==> config.mk <==
export PLATFORM = sky130hd
export DESIGN_NAME = srtf_tick_scheduler_unit_flat
export DESIGN_NICKNAME = d
export VERILOG_FILES = /design/src/hw/rtl/srtf_pkg.sv /design/src/hw/rtl/srtf_chan_if.sv /design/src/hw/rtl/srtf_cell.sv /design/src/hw/rtl/srtf_tick_scheduler_unit.sv /design/src/flat_wrapper.sv
export SDC_FILE = /design/constraint.sdc
export NUM_CORES = 1
export LEC_CHECK = 0
export BUFFER_PORTS_ARGS = -buffer_cell sky130_fd_sc_hd__buf_2
export CORE_UTILIZATION = 60
export DETAILED_ROUTE_END_ITERATION = 10
export PLACE_DENSITY = 0.87
export SKIP_CTS_REPAIR_TIMING = 1
export SLEW_MARGIN = 20
export SYNTH_ARGS = -nofsm -noshare
export SYNTH_HDL_FRONTEND = slang
export SYNTH_SLANG_ARGS = --single-unit
==> constraint.sdc <==
create_clock -name clk -period 2.75 [get_ports clk]
set_input_delay 0.1375 -clock clk [delete_from_list [all_inputs] [get_ports clk]]
set_output_delay 0.1375 -clock clk [all_outputs]
set_load 0.05 [all_outputs]
==> src/hw/rtl/srtf_pkg.sv <==
// srtf_pkg: types and constants shared by the srtf tick scheduler files
// no dependencies; compile first

package srtf_pkg;

  localparam int TIME_W  = 21;
  localparam int SUM_W   = 25;
  localparam int VAL_W   = 16;
  localparam int ENTRY_W = 4;
  localparam int CNT_W   = 5;

  localparam logic CMD_LOAD = 1'b0;
  localparam logic CMD_TICK = 1'b1;

  typedef enum logic [2:0] {
    ST_IDLE,
    ST_SCAN,
    ST_UPDATE,
    ST_STAT,
    ST_EMIT
  } state_t;

  typedef struct packed {
    logic               command;
    logic [ENTRY_W-1:0] entry_index;
    logic [VAL_W-1:0]   arrival_in;
    logic [VAL_W-1:0]   burst_in;
  } in_word_t;

  typedef struct packed {
    logic [TIME_W-1:0]  tick_time;
    logic               ran;
    logic [ENTRY_W-1:0] running_index;
    logic               first_run;
    logic               finished;
    logic [TIME_W-1:0]  finish_time;
    logic [TIME_W-1:0]  turn_span;
    logic [TIME_W-1:0]  wait_span;
    logic               all_done;
    logic [SUM_W-1:0]   total_turnaround;
    logic [SUM_W-1:0]   total_waiting;
  } out_word_t;

  typedef logic [CNT_W-1:0] cfg_word_t;

  // entry write broadcast to the cell row
  typedef struct packed {
    logic               valid;
    logic [ENTRY_W-1:0] index;
    logic [VAL_W-1:0]   arrival;
    logic [VAL_W-1:0]   burst;
  } load_t;

  // best candidate handed from cell to cell
  typedef struct packed {
    logic             valid;
    logic [VAL_W-1:0] rem;
    logic [VAL_W-1:0] arr;
    logic [VAL_W-1:0] burst;
  } cand_t;

endpackage

==> src/hw/rtl/srtf_chan_if.sv <==
// srtf_chan_if: valid/ready channel carrying one word of a chosen type
// depends on nothing; word types come from srtf_pkg at the instance

interface srtf_chan_if #(
  parameter type word_t = logic
);
  logic  valid;
  logic  ready;
  word_t data;

  modport source (output valid, output data, input ready);
  modport sink (input valid, input data, output ready);
endinterface

==> src/hw/rtl/srtf_cell.sv <==
// srtf_cell: one process entry of the scheduler row plus its compare stage
// depends on srtf_pkg

module srtf_cell #(
  parameter int INDEX = 0,
  parameter int IDX_W = 4
) (
  input  logic                           clk,
  input  logic                           rst_n,
  input  srtf_pkg::load_t                ld,
  input  logic                           run_valid,
  input  logic [IDX_W-1:0]               run_idx,
  input  logic [srtf_pkg::TIME_W-1:0]    now,
  input  logic [srtf_pkg::CNT_W-1:0]     active_count,
  input  srtf_pkg::cand_t                cand_in,
  input  logic [IDX_W-1:0]               idx_in,
  output srtf_pkg::cand_t                cand_out,
  output logic [IDX_W-1:0]               idx_out,
  output logic                           settled
);

  logic [srtf_pkg::VAL_W-1:0] arr_r;
  logic [srtf_pkg::VAL_W-1:0] burst_r;
  logic [srtf_pkg::VAL_W-1:0] rem_r;
  logic                       done_r;
  srtf_pkg::cand_t            cand_r;
  logic [IDX_W-1:0]           idx_r;

  logic in_use;
  logic load_hit;
  logic run_hit;
  logic eligible;
  logic better;

  assign in_use   = INDEX < int'(active_count);
  assign load_hit = ld.valid && (int'(ld.index) == INDEX);
  assign run_hit  = run_valid && (run_idx == IDX_W'(INDEX));
  assign eligible = in_use && !done_r &&
                    ({{(srtf_pkg::TIME_W-srtf_pkg::VAL_W){1'b0}}, arr_r} <= now);
  assign better   = !cand_in.valid || (rem_r < cand_in.rem) ||
                    ((rem_r == cand_in.rem) && (arr_r < cand_in.arr));

  always_ff @(posedge clk) begin
    if (!rst_n) begin
      done_r <= 1'b0;
    end else if (load_hit) begin
      done_r <= 1'b0;
    end else if (run_hit && (rem_r <= srtf_pkg::VAL_W'(1))) begin
      done_r <= 1'b1;
    end
  end

  always_ff @(posedge clk) begin
    if (load_hit) begin
      arr_r   <= ld.arrival;
      burst_r <= ld.burst;
      rem_r   <= ld.burst;
    end else if (run_hit) begin
      if (rem_r <= srtf_pkg::VAL_W'(1)) begin
        rem_r <= '0;
      end else begin
        rem_r <= rem_r - srtf_pkg::VAL_W'(1);
      end
    end
    if (eligible && better) begin
      cand_r <= '{valid: 1'b1, rem: rem_r, arr: arr_r, burst: burst_r};
      idx_r  <= IDX_W'(INDEX);
    end else begin
      cand_r <= cand_in;
      idx_r  <= idx_in;
    end
  end

  assign cand_out = cand_r;
  assign idx_out  = idx_r;
  assign settled  = done_r || !in_use;

endmodule

==> src/hw/rtl/srtf_tick_scheduler_unit.sv <==
// srtf_tick_scheduler_unit: top level of the shortest-remaining-time-first scheduler
// depends on srtf_pkg, srtf_chan_if and srtf_cell

// A load word is taken in IDLE and writes its entry at once. A tick word
// passes through SCAN, UPDATE, STAT and EMIT: the best candidate
// walks the row of entry cells one cell per cycle, then UPDATE updates the
// chosen entry, STAT forms the statistics and EMIT loads the result register
// once the previous result has been taken. The next word is taken in the cycle
// after that, even while the previous result is still waiting on the output side.
// Reset is synchronous, with no clearing pass.

module srtf_tick_scheduler_unit #(
  parameter int MAX_PROCS = 16
) (
  input  logic         clk,
  input  logic         rst_n,
  srtf_chan_if.sink    in_ch,
  srtf_chan_if.source  out_ch,
  srtf_chan_if.sink    cfg_ch
);

  localparam int IDX_W = $clog2(MAX_PROCS);

  srtf_pkg::state_t state_r, state_nxt;

  logic [srtf_pkg::CNT_W-1:0]  active_r;
  logic [srtf_pkg::TIME_W-1:0] now_r;
  logic [IDX_W-1:0]            cnt_r;
  logic [srtf_pkg::SUM_W-1:0]  sum_t_r;
  logic [srtf_pkg::SUM_W-1:0]  sum_w_r;

  logic                        ran_r;
  logic [IDX_W-1:0]            pick_r;
  logic                        first_r;
  logic                        fin_r;
  logic [srtf_pkg::VAL_W-1:0]  burst_r;
  logic [srtf_pkg::TIME_W-1:0] tick_r;
  logic [srtf_pkg::TIME_W-1:0] ct_r;
  logic [srtf_pkg::TIME_W-1:0] tat_r;
  logic [srtf_pkg::TIME_W-1:0] wt_r;

  srtf_pkg::out_word_t out_r;
  logic                out_valid_r;

  logic in_accept;
  logic run_valid;
  logic emit_fire;
  srtf_pkg::load_t ld;
  srtf_pkg::in_word_t in_w;

  srtf_pkg::cand_t  cand_chain [0:MAX_PROCS];
  logic [IDX_W-1:0] idx_chain  [0:MAX_PROCS];
  logic [MAX_PROCS-1:0] settled_vec;
  srtf_pkg::cand_t  tail;
  logic [31:0]      pick32;
  logic [srtf_pkg::TIME_W-1:0] t_next;

  assign in_w      = in_ch.data;
  assign in_ch.ready  = (state_r == srtf_pkg::ST_IDLE);
  assign cfg_ch.ready = 1'b1;
  assign in_accept = in_ch.valid && in_ch.ready;

  assign ld.valid   = in_accept && (in_w.command == srtf_pkg::CMD_LOAD);
  assign ld.index   = in_w.entry_index;
  assign ld.arrival = in_w.arrival_in;
  assign ld.burst   = (in_w.burst_in == '0) ? srtf_pkg::VAL_W'(1) : in_w.burst_in;

  assign cand_chain[0] = '0;
  assign idx_chain[0]  = '0;
  assign tail          = cand_chain[MAX_PROCS];
  assign t_next        = srtf_pkg::TIME_W'(now_r + srtf_pkg::TIME_W'(1));

  for (genvar g = 0; g < MAX_PROCS; g++) begin : g_cell
    srtf_cell #(
      .INDEX (g),
      .IDX_W (IDX_W)
    ) u_cell (
      .clk          (clk),
      .rst_n        (rst_n),
      .ld           (ld),
      .run_valid    (run_valid),
      .run_idx      (idx_chain[MAX_PROCS]),
      .now          (now_r),
      .active_count (active_r),
      .cand_in      (cand_chain[g]),
      .idx_in       (idx_chain[g]),
      .cand_out     (cand_chain[g+1]),
      .idx_out      (idx_chain[g+1]),
      .settled      (settled_vec[g])
    );
  end

  always_ff @(posedge clk) begin
    if (!rst_n) begin
      state_r <= srtf_pkg::ST_IDLE;
    end else begin
      state_r <= state_nxt;
    end
  end

  always_comb begin
    state_nxt = state_r;
    run_valid = 1'b0;
    emit_fire = 1'b0;
    unique case (state_r)
      srtf_pkg::ST_IDLE: begin
        if (in_accept && (in_w.command == srtf_pkg::CMD_TICK)) begin
          state_nxt = srtf_pkg::ST_SCAN;
        end
      end
      srtf_pkg::ST_SCAN: begin
        if (cnt_r == IDX_W'(MAX_PROCS - 1)) begin
          state_nxt = srtf_pkg::ST_UPDATE;
        end
      end
      srtf_pkg::ST_UPDATE: begin
        run_valid = tail.valid;
        state_nxt = srtf_pkg::ST_STAT;
      end
      srtf_pkg::ST_STAT: begin
        state_nxt = srtf_pkg::ST_EMIT;
      end
      srtf_pkg::ST_EMIT: begin
        if (!out_valid_r || out_ch.ready) begin
          emit_fire = 1'b1;
          state_nxt = srtf_pkg::ST_IDLE;
        end
      end
      default: begin
        state_nxt = srtf_pkg::ST_IDLE;
      end
    endcase
  end

  always_ff @(posedge clk) begin
    if (!rst_n) begin
      active_r    <= '0;
      now_r       <= '0;
      cnt_r       <= '0;
      sum_t_r     <= '0;
      sum_w_r     <= '0;
      out_valid_r <= 1'b0;
    end else begin
      if (cfg_ch.valid && cfg_ch.ready) begin
        active_r <= cfg_ch.data;
      end
      if (state_r == srtf_pkg::ST_SCAN) begin
        cnt_r <= cnt_r + IDX_W'(1);
      end else begin
        cnt_r <= '0;
      end
      if (state_r == srtf_pkg::ST_UPDATE) begin
        now_r <= t_next;
      end
      if ((state_r == srtf_pkg::ST_STAT) && fin_r) begin
        sum_t_r <= srtf_pkg::SUM_W'(sum_t_r + srtf_pkg::SUM_W'(tat_r));
      end
      if (emit_fire && fin_r) begin
        sum_w_r <= srtf_pkg::SUM_W'(sum_w_r + srtf_pkg::SUM_W'(wt_r));
      end
      if (emit_fire) begin
        out_valid_r <= 1'b1;
      end else if (out_ch.ready) begin
        out_valid_r <= 1'b0;
      end
    end
  end

  assign pick32 = 32'(pick_r);

  always_ff @(posedge clk) begin
    if (state_r == srtf_pkg::ST_UPDATE) begin
      tick_r  <= now_r;
      ran_r   <= tail.valid;
      pick_r  <= idx_chain[MAX_PROCS];
      first_r <= tail.valid && (tail.rem == tail.burst);
      fin_r   <= tail.valid && (tail.rem <= srtf_pkg::VAL_W'(1));
      burst_r <= tail.burst;
      ct_r    <= t_next;
      tat_r   <= srtf_pkg::TIME_W'(t_next - srtf_pkg::TIME_W'(tail.arr));
    end
    if (state_r == srtf_pkg::ST_STAT) begin
      wt_r <= srtf_pkg::TIME_W'(tat_r - srtf_pkg::TIME_W'(burst_r));
    end
    if (emit_fire) begin
      out_r.tick_time        <= tick_r;
      out_r.ran              <= ran_r;
      out_r.running_index    <= ran_r ? pick32[srtf_pkg::ENTRY_W-1:0] : '0;
      out_r.first_run        <= first_r;
      out_r.finished         <= fin_r;
      out_r.finish_time      <= fin_r ? ct_r : '0;
      out_r.turn_span        <= fin_r ? tat_r : '0;
      out_r.wait_span        <= fin_r ? wt_r : '0;
      out_r.all_done         <= &settled_vec;
      out_r.total_turnaround <= sum_t_r;
      out_r.total_waiting    <= fin_r ? srtf_pkg::SUM_W'(sum_w_r + srtf_pkg::SUM_W'(wt_r))
                                      : sum_w_r;
    end
  end

  assign out_ch.valid = out_valid_r;
  assign out_ch.data  = out_r;

`ifndef SYNTH
  a_rise_from_emit: assert property (@(posedge clk) disable iff (!rst_n)
    $rose(out_valid_r) |-> ($past(state_r) == srtf_pkg::ST_EMIT))
    else $error("result appeared outside emit");

  a_now_step: assert property (@(posedge clk) disable iff (!rst_n)
    (state_r == srtf_pkg::ST_UPDATE) |=>
      (now_r == srtf_pkg::TIME_W'($past(now_r) + srtf_pkg::TIME_W'(1))))
    else $error("time did not advance by one on a tick");

  a_finish_needs_run: assert property (@(posedge clk) disable iff (!rst_n)
    out_valid_r |-> (!out_r.finished || out_r.ran))
    else $error("finished without a run");
`endif

endmodule
==> src/flat_wrapper.sv <==
// flat-port wrapper written by rule: the top's interface ports become plain ports
module srtf_tick_scheduler_unit_flat 
#(
  parameter int MAX_PROCS = 16
)
  (clk, rst_n, in_ch_valid, in_ch_data, in_ch_ready, out_ch_valid, out_ch_data, out_ch_ready, cfg_ch_valid, cfg_ch_data, cfg_ch_ready);
  srtf_chan_if in_ch_i ();
  srtf_chan_if out_ch_i ();
  srtf_chan_if cfg_ch_i ();
  input  logic clk;
  input  logic rst_n;
  input wire logic [$bits(in_ch_i.valid)-1:0] in_ch_valid;
  input wire logic [$bits(in_ch_i.data)-1:0] in_ch_data;
  output wire logic [$bits(in_ch_i.ready)-1:0] in_ch_ready;
  output wire logic [$bits(out_ch_i.valid)-1:0] out_ch_valid;
  output wire logic [$bits(out_ch_i.data)-1:0] out_ch_data;
  input wire logic [$bits(out_ch_i.ready)-1:0] out_ch_ready;
  input wire logic [$bits(cfg_ch_i.valid)-1:0] cfg_ch_valid;
  input wire logic [$bits(cfg_ch_i.data)-1:0] cfg_ch_data;
  output wire logic [$bits(cfg_ch_i.ready)-1:0] cfg_ch_ready;
  assign in_ch_i.valid = in_ch_valid;
  assign in_ch_i.data = in_ch_data;
  assign in_ch_ready = in_ch_i.ready;
  assign out_ch_valid = out_ch_i.valid;
  assign out_ch_data = out_ch_i.data;
  assign out_ch_i.ready = out_ch_ready;
  assign cfg_ch_i.valid = cfg_ch_valid;
  assign cfg_ch_i.data = cfg_ch_data;
  assign cfg_ch_ready = cfg_ch_i.ready;
  srtf_tick_scheduler_unit #(.MAX_PROCS(MAX_PROCS)) u_core (.clk(clk), .rst_n(rst_n), .in_ch(in_ch_i), .out_ch(out_ch_i), .cfg_ch(cfg_ch_i));
endmodule
==> out/summary.txt, run 1 <==
========================================================================================
Cell type with the highest aggregate area in the netlist                         dfxtp_1
Power density of the placed cells                                            1011 nW/µm²
Drt wl/cell                                                                     13.98 µm
Total of endpoints with negative setup slack in the final report                       0
Cell leakage power                                                              3.653 nW
Number of search-and-repair iterations in the first detailed-routing pass              6
Crit path kind                                                                reg -> reg
I/O Buffers                                                                            8
Worst Reg2Reg Path Length in Cells                                                     6
Final critical-path share of the clock period                                     76.19%
Die Footprint                                                                  13980 µm²
Number of placement rows                                                              42
M3 GR Usage                                                                       3.909%
Arrival time worst endpoint                                                      2520 ps
CP cell instances                                                           nor2_1, nand2_2, inv_2, nand4_1, or4_1, a21oi_1
Horiz. Die Dim                                                                  118.2 µm
WP data required                                                                 3170 ps
Post-placement cell area                                                        8337 µm²
GPL Wtd Cong                                                                      0.7405
Total Routing Usage GR                                                            16.44%
Post-synth top flop                                                              dfxtp_1
Most frequent cell after synthesis                                               dfxtp_1
Total number of nets in the final design                                             603
Max Transition Viols Final                                                             0
Number of inserted diodes                                                              0
Buffer cell driving the clock tree root                                        clkbuf_16
Hold violation count in the final report                                               0
Relative slew margins                                                             48.88%
Max Fanout on Critical Path                                                           15
Combinational Power Share                                                           2.7%
Sequential fraction of the synthesis area                                         82.87%
Setup_tns                                                                           0 ps
Maximum buffer depth of the clock tree                                                 3
Fraction of power spent switching nets                                            20.10%
Number of nets produced by synthesis                                                 568
Number of vias per cell after detailed routing                                     4.925
Worst Setup Start Kind                                                          register
Status                                                                      finished, final reports clean
Fraction of layout cells with a size suffix above 1                               11.31%
Number of enable-type register cells in the synthesized netlist                       21
Clock share of power                                                               41.9%
Layer with the highest usage after global routing                                   met2
Insertion delay to the later sink of the worst-skew pair                          520 ps
First-pass GRT wire length                                                      18.21 mm
Worst min-delay path category                                                  in -> reg
Area contributors post-synth                                                dfxtp_1 (75%), edfxtp_1 (7.8%), nor2_1 (1.8%), xor2_1 (1.6%), and2_1 (1.3%)
Number of synthesis warnings                                                           0
RSZ-0062 raised after global routing                                                  no
Met2 Use GR                                                                       31.43%
Worst slew pin tran                                                             765.1 ps
Area growth from synthesis to layout                                              15.13%
Yosys top cell area share                                                         75.08%
Level count of the clock H-tree                                                        1
Sequential Power Share                                                             55.4%
Post-DRT Antenna Nets                                                                  0
Via count of the first global-routing pass                                          4028
Sort of element at the end of the critical path                                 register
Number of ports placed on the die boundary                                            11
Total via count in the routed design                                                3871
Synthesized netlist cell count                                                       556
Global route total overflow                                                            0
Period minus WS final                                                            2095 ps
Slowest cell on crit path                                                          or4_1
Setup skew after layout                                                         11.09 ps
Internal power of the cells                                                   0.007538 W
Timing startpoint of the critical path                                      u_core.state_r[2]
Netlist cell types                                                                    46
CTS tree                                                                           built
Pin count of the biggest net entering global routing                                  27
Initial Utilization                                                               61.45%
Syn avg cell area                                                              14.58 µm²
MaxCap Viol Count                                                                      0
Routing usage on met1                                                             16.82%
Biggest cell delay along the critical path                                        600 ps
Post-synth ARST share                                                                 0%
Critical path endpoint                                                      u_core.now_r[20]
Clk sink count                                                                       325
Routed Wire Length                                                              10.99 mm
Final HPWL from detailed placement                                              6.177 mm
Core box area                                                                  13190 µm²
Number of CTS-inserted buffers                                                        28
Power spent charging and discharging nets                                     0.001896 W
Register bit count reported by yosys                                                 325
Final design instance area without fill                                         9331 µm²
Chip height                                                                     118.2 µm
Start point of the worst min-delay path                                     out_ch_ready
Total standard cell area after synthesis                                        8105 µm²
Maximum VDD drop                                                             0.0006215 V
Maximum operating frequency                                                    477.2 MHz
Register-to-Register Setup Slack                                                  650 ps
Starting DRT DRC Count                                                               198
Worst-path clk slew                                                                60 ps
Reg-to-Reg Start                                                            u_core.state_r[2]
Crit Reg-Reg Endpoint                                                       u_core.now_r[20]
Number of remaining DRC errors                                                         0
Most frequent cells after synthesis                                         dfxtp_1 (304), nor2_1 (38), edfxtp_1 (21)
Initial antenna violation count                                                        0
========================================================================================
[critical path, delay by kind of cell, from the launching register on]
kind,cells,cell delay (ps)
AO/OA/AOI/OAI,1,150
flip-flops,1,360
AND/OR/NAND/NOR,4,1250
buffers and inverters,1,240
[sequential cells by signal (all words and copies together), names as in the netlist]
signal and count:
u_core.sum_w_r 1, u_core.g_cell.u_cell.rem_r 16, u_core.out_ch.valid 1, u_core.fin_r 1, u_core.g_cell.u_cell.done_r 1, u_core.state_r 3, u_core.wt_r 1, u_core.now_r 21
u_core.active_r 1, u_core.out_ch.data 1, u_core.g_cell.u_cell.cand_out 272, u_core.cnt_r 4, u_core.tat_r 1, u_core.burst_r 1
[cell usage in the layout, fill, tap and decap left out, drive strengths merged, types with 10 or more instances in the layout]
cell    instances
clkbuf         35
buf            11
clkinv         10
o21ai          10
nand3          12
inv            11
edfxtp         21
nor4           13
nor2           38
nand2          20
a21oi          18
and2           17
dfxtp         304
xor2           15
[routing by layer]
layer	share of wire, %	wire length (µm)
met5	0	0
met4	3.2	350
met3	4.4	480
met2	54	5959
met1	38	4201
[kinds of logic (layout without fill, tap and decap cells)]
family                     Yosys count  after routing  share of synthesized area, %
AOI/OAI and AO/OA                   38             38                         2.717
muxes                                1              1                        0.1235
other                                1              1                       0.04627
buffers and inverters               19             73                         1.096
DFF                                325            325                         82.87
and+or+nand+nor                    143            143                         9.787
xor gates and xnor gates            24             24                         2.593
adders and majority gates            5              5                        0.7718
[metrics by stage]
step | total power (W) | setup slack [ps] | hold WS (ps) | cells | util, %
after floorplan | 0.005475 | 195.7 | 259.2 | 556 | -
after global placement | 0.005536 | 741.6 | 309.6 | 734 | 63.20
after detailed placement | 0.005578 | 648.2 | 312.1 | 734 | 63.20
after CTS | 0.009541 | 655.9 | -152.8 | 783 | 70.52
final | 0.009434 | 654.6 | 14.87 | 786 | 70.75
after global routing | 0.009774 | 491.8 | 29.61 | 786 | 70.75
[power groups by stage]
stage	clock network [W]	registers [W]	logic, W
floorplan	0	0.00528	0.000191
global placement	0	0.00530	0.000235
detailed placement	0	0.00533	0.000248
CTS	0.00405	0.00523	0.000252
global route	0.00423	0.00526	0.000284
finish	0.00395	0.00523	0.000253
[worst min path at each step]
stage | cells after the start | slack [ps] | endpoint
after floorplan | 1 | 260 | u_core.now_r[2]
after global placement | 0 | 310 | u_core.g_cell[10].u_cell.cand_out[39]
after detailed placement | 0 | 310 | u_core.g_cell[13].u_cell.cand_out[45]
after CTS | 3 | -150 | u_core.active_r[0]
after global routing | 4 | 30 | u_core.out_ch.valid
final | 4 | 10 | u_core.state_r[2]
[cell type report]
type	instances	area [µm²]
Multi-Input combinational cell	212	1300
Fill cell	810	3859
Tap cell	176	220.2
Inverter	10	37.54
Clock buffer	35	799.5
Sequential cell	325	6716
Clock inverter	14	165.2
Timing Repair Buffer	14	92.59
Power figures use the tool's default switching activity.
==> run 2, diff against run 1 <==
--- a/config.mk
+++ b/config.mk
@@ -6,9 +6,9 @@
 export NUM_CORES = 1
 export LEC_CHECK = 0
 export BUFFER_PORTS_ARGS = -buffer_cell sky130_fd_sc_hd__buf_2
-export CORE_UTILIZATION = 60
+export CORE_UTILIZATION = 59
 export DETAILED_ROUTE_END_ITERATION = 10
-export PLACE_DENSITY = 0.87
+export PLACE_DENSITY = 0.86
 export SKIP_CTS_REPAIR_TIMING = 1
 export SLEW_MARGIN = 20
 export SYNTH_ARGS = -nofsm -noshare
==> constraint.sdc (replaced) <==
create_clock -name clk -period 2 [get_ports clk]
set_input_delay 0.1 -clock clk [delete_from_list [all_inputs] [get_ports clk]]
set_output_delay 0.1 -clock clk [all_outputs]
set_load 0.05 [all_outputs]
==> out/summary.txt, run 2 (same netlist as run 1, synthesis figures left out) <==
========================================================================================
Power density of the placed cells                                            1400 nW/µm²   +39%
I/O Buffers                                                                            8   unchanged
Period minus WS final                                                            1910 ps   -185.6 ps
Number of placement rows                                                              42   unchanged
Number of ports placed on the die boundary                                            11   unchanged
Maximum VDD drop                                                             0.0007339 V   +18%
Global route total overflow                                                            0   unchanged
Flip-flop count of the largest register after layout                                 272   unchanged
Relative slew margins                                                             61.74%   +13 points
GPL Wtd Cong                                                                      0.7565   +2.2%
Hold violation count in the final report                                               0   unchanged
Biggest cell delay along the critical path                                        490 ps   -110 ps
Number of remaining DRC errors                                                         0   unchanged
Number of CTS-inserted buffers                                                        28   unchanged
Level count of the clock H-tree                                                        1   unchanged
Leading cell type in the layout, fill and taps excluded                          dfxtp_1
Post-DRT Antenna Nets                                                                  0   unchanged
Insertion delay to the later sink of the worst-skew pair                          520 ps   about the same
Total via count in the routed design                                                4008   +3.5%
Worst Setup Start Kind                                                          register
Sort of element at the end of the critical path                                 register
Post-route core utilization                                                       71.21%   +0.47 points
Via count of the first global-routing pass                                          4110   +2.0%
Final HPWL from detailed placement                                              6.549 mm   +6.0%
Routed Wire Length                                                              12.25 mm   +11%
Setup_tns                                                                           0 ps   unchanged
Starting DRT DRC Count                                                               269   +36%
M3 GR Usage                                                                       3.400%   -0.51 points
Initial antenna violation count                                                        0   unchanged
Total number of nets in the final design                                             611   +1.3%
Number of standard cells in the final layout excluding fillers                       796   +1.3%
Maximum operating frequency                                                    523.6 MHz   +9.7%
Final critical-path share of the clock period                                     95.49%   +19 points
Maximum buffer depth of the clock tree                                                 3   unchanged
Max Transition Viols Final                                                             0   unchanged
Max Fanout on Critical Path                                                           10   -5
CP delay by family, top                                                     simple AND/OR/NAND/NOR gates
WP data required                                                                 2440 ps   -730 ps
Core box area                                                                  13300 µm²   +0.80%
MaxCap Viol Count                                                                      0   unchanged
Final design instance area without fill                                         9468 µm²   +1.5%
First-pass GRT wire length                                                      20.04 mm   +10%
Worst-case hold slack                                                           68.05 ps   +53.18 ps
Post-placement cell area                                                        8386 µm²   +0.59%
Clk sink count                                                                       325   unchanged
Crit path kind                                                                reg -> reg
Area growth from synthesis to layout                                              16.81%
Most frequent cells in the layout                                           dfxtp_1 (303), nor2_1 (38), clkbuf_16 (29), edfxtp_1 (21), nand2_1 (19)
Worst-path clk slew                                                                70 ps   about the same
Arrival time worst endpoint                                                      2350 ps   -170 ps
Routing usage on met1                                                             19.90%   +3.1 points
Fraction of layout cells with a size suffix above 1                               12.74%   +1.4 points
Buffers & Inverters on Critical Path                                                   1   unchanged
Worst min-delay path category                                                  in -> reg
Chip height                                                                     119.2 µm   +0.83%
Initial Utilization                                                               60.96%   -0.49 points
Pin count of the biggest net entering global routing                                  19   -30%
Status                                                                      finished, final reports clean
Die Footprint                                                                  14210 µm²   +1.7%
RSZ-0062 raised after global routing                                                  no
CP cell instances                                                           ha_1, and3_2, nand4_1, buf_4, or4_1, a21oi_1
Total Routing Usage GR                                                            18.12%   +1.7 points
Number of inserted diodes                                                              0   unchanged
Buffer cell driving the clock tree root                                        clkbuf_16
Slowest cell on crit path                                                          or4_1
Worst slew pin tran                                                             570.4 ps   -194.7 ps
Cell leakage power                                                              3.715 nW   +1.7%
Total of endpoints with negative setup slack in the final report                       0   unchanged
CTS tree                                                                           built
Met2 Use GR                                                                       33.98%   +2.5 points
Drt wl/cell                                                                     15.39 µm   +10%
Layer with the highest usage after global routing                                   met2
Horiz. Die Dim                                                                  119.2 µm   +0.83%
Number of vias per cell after detailed routing                                     5.035   +2.2%
Setup skew after layout                                                         13.78 ps   +2.691 ps
Count of placed standard cells including taps                                        739   +0.68%
Number of search-and-repair iterations in the first detailed-routing pass              5   -1
========================================================================================
run 2: cell types whose count changed in the layout (fill, tap and decap cells not counted), moves of 2 or more:
cell | previous run | this run
clkinv_2 | 7 | 4
clkbuf_1 | 2 | 4
buf_4 | 3 | 10
clkbuf_8 | 3 | 7
run 2: through the flow:
step | setup WS [ps] | power (W)
floorplan | 170.4 | 0.007533
global placement | 113.2 | 0.007633
detailed placement | -4.237 | 0.007709
CTS | -98.05 | 0.01337
global route | 22.30 | 0.01374
finish | 90.19 | 0.01326
run 2: power breakdown:
group          switching, W  leakage, nW  internal (W)
Combinational      0.000234        0.540      0.000157
Sequential         0.000219         2.68       0.00700
Clock               0.00222        0.493       0.00343
Total               0.00267         3.71        0.0106
run 2: final cells by class:
cell class,instances,area (µm²)
clock buffer,40,837.1
tap,176,220.2
fill,798,3827
sequential,325,6718
multi-input combinational,212,1335
inverter,10,37.54
clock inverter,11,165.2
timing repair buffer,22,155.1
run 2: worst paths after layout:
| check | start | endpoint | slack [ps] | cells after the start |
|---|---|---|---|---|
| max | u_core.now_r[0] | u_core.now_r[20] | 90 | 6 |
| min | in_ch_valid | u_core.g_cell[0].u_cell.rem_r[0] | 70 | 3 |
| max reg2reg | u_core.now_r[0] | u_core.now_r[20] | 90 | 6 |
| min reg2reg | u_core.g_cell[6].u_cell.cand_out[46] | u_core.g_cell[7].u_cell.cand_out[46] | 320 | 0 |
run 2: worst register-to-register path, stage by stage (launching register included):
cell and delay [ps]:
dfxtp_1 430, ha_1 230, and3_2 230, nand4_1 100
buf_4 190, or4_1 490, a21oi_1 160
run 2: per-layer routing:
metal	part of all wire, %	up-vias
li1	-	1954
met1	38	1871
met2	54	144
met3	4.9	39
met4	3.2	0
met5	0	-
==> run 3, diff against run 2 <==
--- a/config.mk
+++ b/config.mk
@@ -8,6 +8,7 @@
 export BUFFER_PORTS_ARGS = -buffer_cell sky130_fd_sc_hd__buf_2
 export CORE_UTILIZATION = 59
 export DETAILED_ROUTE_END_ITERATION = 10
+export GPL_TIMING_DRIVEN = 0
 export PLACE_DENSITY = 0.86
 export SKIP_CTS_REPAIR_TIMING = 1
 export SLEW_MARGIN = 20
==> out/summary.txt, run 3 (same netlist as run 1, synthesis figures left out) <==
========================================================================================
Level count of the clock H-tree                                                        1   unchanged
Reg-to-Reg Start                                                            u_core.g_cell[0].u_cell.rem_r[3]
Power density of the placed cells                                            1344 nW/µm²   -4.0%
Arrival time worst endpoint                                                      2160 ps   -190 ps
I/O Buffers                                                                            8   unchanged
Worst Reg2Reg Path Length in Cells                                                     3   -3
Flip-flop count of the largest register after layout                                 272   unchanged
Max Fanout on Critical Path                                                            6   -4
Number of vias per cell after detailed routing                                     5.005   -0.60%
Setup skew after layout                                                         22.49 ps   +8.714 ps
Core box area                                                                  13300 µm²   unchanged
Maximum buffer depth of the clock tree                                                 3   unchanged
Number of placement rows                                                              42   unchanged
Relative slew margins                                                             63.42%   +1.7 points
Horiz. Die Dim                                                                  119.2 µm   unchanged
Post-placement cell area                                                        8377 µm²   -0.10%
Max Transition Viols Final                                                             0   unchanged
Total of endpoints with negative setup slack in the final report                       0   unchanged
WP data required                                                                 2250 ps   -190 ps
Die Footprint                                                                  14210 µm²   unchanged
Clk sink count                                                                       325   unchanged
Hold violation count in the final report                                               0   unchanged
Worst-path clk slew                                                                70 ps   about the same
Routed Wire Length                                                              12.31 mm   +0.45%
Post-route core utilization                                                       70.67%   -0.55 points
GPL Wtd Cong                                                                      0.7648   +1.1%
Most frequent cells in the layout                                           dfxtp_1 (302), nor2_1 (37), clkbuf_16 (28), edfxtp_1 (21)
Setup WS pre-CTS                                                               -375.3 ps   -371.0 ps
Buffer cell driving the clock tree root                                        clkbuf_16
Via count of the first global-routing pass                                          4084   -0.63%
Insertion delay to the later sink of the worst-skew pair                          530 ps   about the same
Period minus WS final                                                            1907 ps   -3.296 ps
Initial antenna violation count                                                        0   unchanged
Leading cell type in the layout, fill and taps excluded                          dfxtp_1
Chip height                                                                     119.2 µm   unchanged
Global route total overflow                                                            0   unchanged
Register-to-Register Setup Slack                                                   90 ps   about the same
Starting DRT DRC Count                                                               213   -21%
Maximum operating frequency                                                    524.5 MHz   +0.17%
CP cell instances                                                           or4_1, o41ai_1, a21oi_1
Initial Utilization                                                               60.96%   unchanged
Number of ports placed on the die boundary                                            11   unchanged
Status                                                                      finished, final reports clean
Total Routing Usage GR                                                            17.49%   -0.63 points
Pin count of the biggest net entering global routing                                  17   -2
Biggest cell delay along the critical path                                        640 ps   +150 ps
Worst path setup slack after routing                                            93.49 ps   +3.296 ps
Number of search-and-repair iterations in the first detailed-routing pass              4   -1
MaxCap Viol Count                                                                      0   unchanged
Critical path endpoint                                                      u_core.g_cell[0].u_cell.rem_r[7]
Worst-case hold slack                                                           115.8 ps   +47.75 ps
Area growth from synthesis to layout                                              15.92%
Final critical-path share of the clock period                                     95.33%   -0.16 points
Worst slew pin tran                                                             543.7 ps   -26.64 ps
Post-DRT Antenna Nets                                                                  0   unchanged
Final design instance area without fill                                         9395 µm²   -0.77%
Timing startpoint of the critical path                                      u_core.g_cell[0].u_cell.rem_r[3]
Drt wl/cell                                                                     15.39 µm   about the same
Sort of element at the end of the critical path                                 register
Crit path kind                                                                reg -> reg
CTS tree                                                                           built
Total via count in the routed design                                                4004   -0.10%
Total number of nets in the final design                                             614   +0.49%
Number of remaining DRC errors                                                         0   unchanged
Final HPWL from detailed placement                                              6.262 mm   -4.4%
Worst min-delay path category                                                  in -> reg
Number of inserted diodes                                                              0   unchanged
First-pass GRT wire length                                                      19.38 mm   -3.3%
Crit Reg-Reg Endpoint                                                       u_core.g_cell[0].u_cell.rem_r[7]
Number of CTS-inserted buffers                                                        28   unchanged
Maximum VDD drop                                                             0.0008638 V   +18%
Cell leakage power                                                              3.665 nW   -1.3%
Slowest cell on crit path                                                          or4_1
Fraction of layout cells with a size suffix above 1                               14.42%   +1.7 points
Worst Setup Start Kind                                                          register
========================================================================================
## run 3: cell count changes in the layout (fill, tap and decap cells not counted), moves of 2 or more
cell,change
nor4_1,-2
bufinv_16,-4
buf_2,+3
clkinv_2,+4
clkbuf_1,+2
buf_4,-4
inv_4,+5
clkbuf_8,-4
## run 3: power by group
group          internal (W)  switching, W
sequential          0.00700      0.000234
combinational      0.000167      0.000243
clock               0.00272       0.00226
## run 3: worst max-delay path, delay by kind of cell (launching register included)
family / cells / cell delay [ps]
AND/OR/NAND/NOR: 1 / 640
AO/OA/AOI/OAI: 2 / 460
flip-flops: 1 / 540
## run 3: metrics by stage
stage	TNS, ps	cells	total power (W)
4_1_cts	-8644	792	0.01268
2_1_floorplan	0	556	0.007533
6_report	0	800	0.01262
3_5_place_dp	-6136	740	0.007679
3_3_place_gp	-4918	740	0.007625
5_1_grt	-107.0	800	0.01311
## run 3: metal layers
metal  global-route usage (%)  wire (µm)
met5                        0          0
met4                    7.199        393
met3                    3.400        435
met2                    32.85       6644
met1                    19.08       4835
## run 3: worst min path at each step
stage / startpoint / to / slack [ps] / cells after the start
2_1_floorplan: rst_n / u_core.now_r[2] / 220 / 1
3_3_place_gp: u_core.g_cell[12].u_cell.cand_out[46] / u_core.g_cell[13].u_cell.cand_out[46] / 310 / 0
3_5_place_dp: u_core.g_cell[12].u_cell.cand_out[39] / u_core.g_cell[13].u_cell.cand_out[39] / 310 / 0
5_1_grt: in_ch_valid / u_core.g_cell[0].u_cell.rem_r[0] / 110 / 3
6_report: in_ch_valid / u_core.g_cell[0].u_cell.rem_r[0] / 120 / 3
4_1_cts: cfg_ch_data / u_core.active_r[0] / -210 / 3
## run 3: cell type report
cell class	instances	area (µm²)
repair buffers	16	110.1
clock inverters	17	111.4
well taps	176	220.2
flip-flops and latches	325	6719
clock buffers	35	757.0
inverters	10	37.54
fillers	847	3900
plain buffers	9	53.80
multi-input cells	212	1386
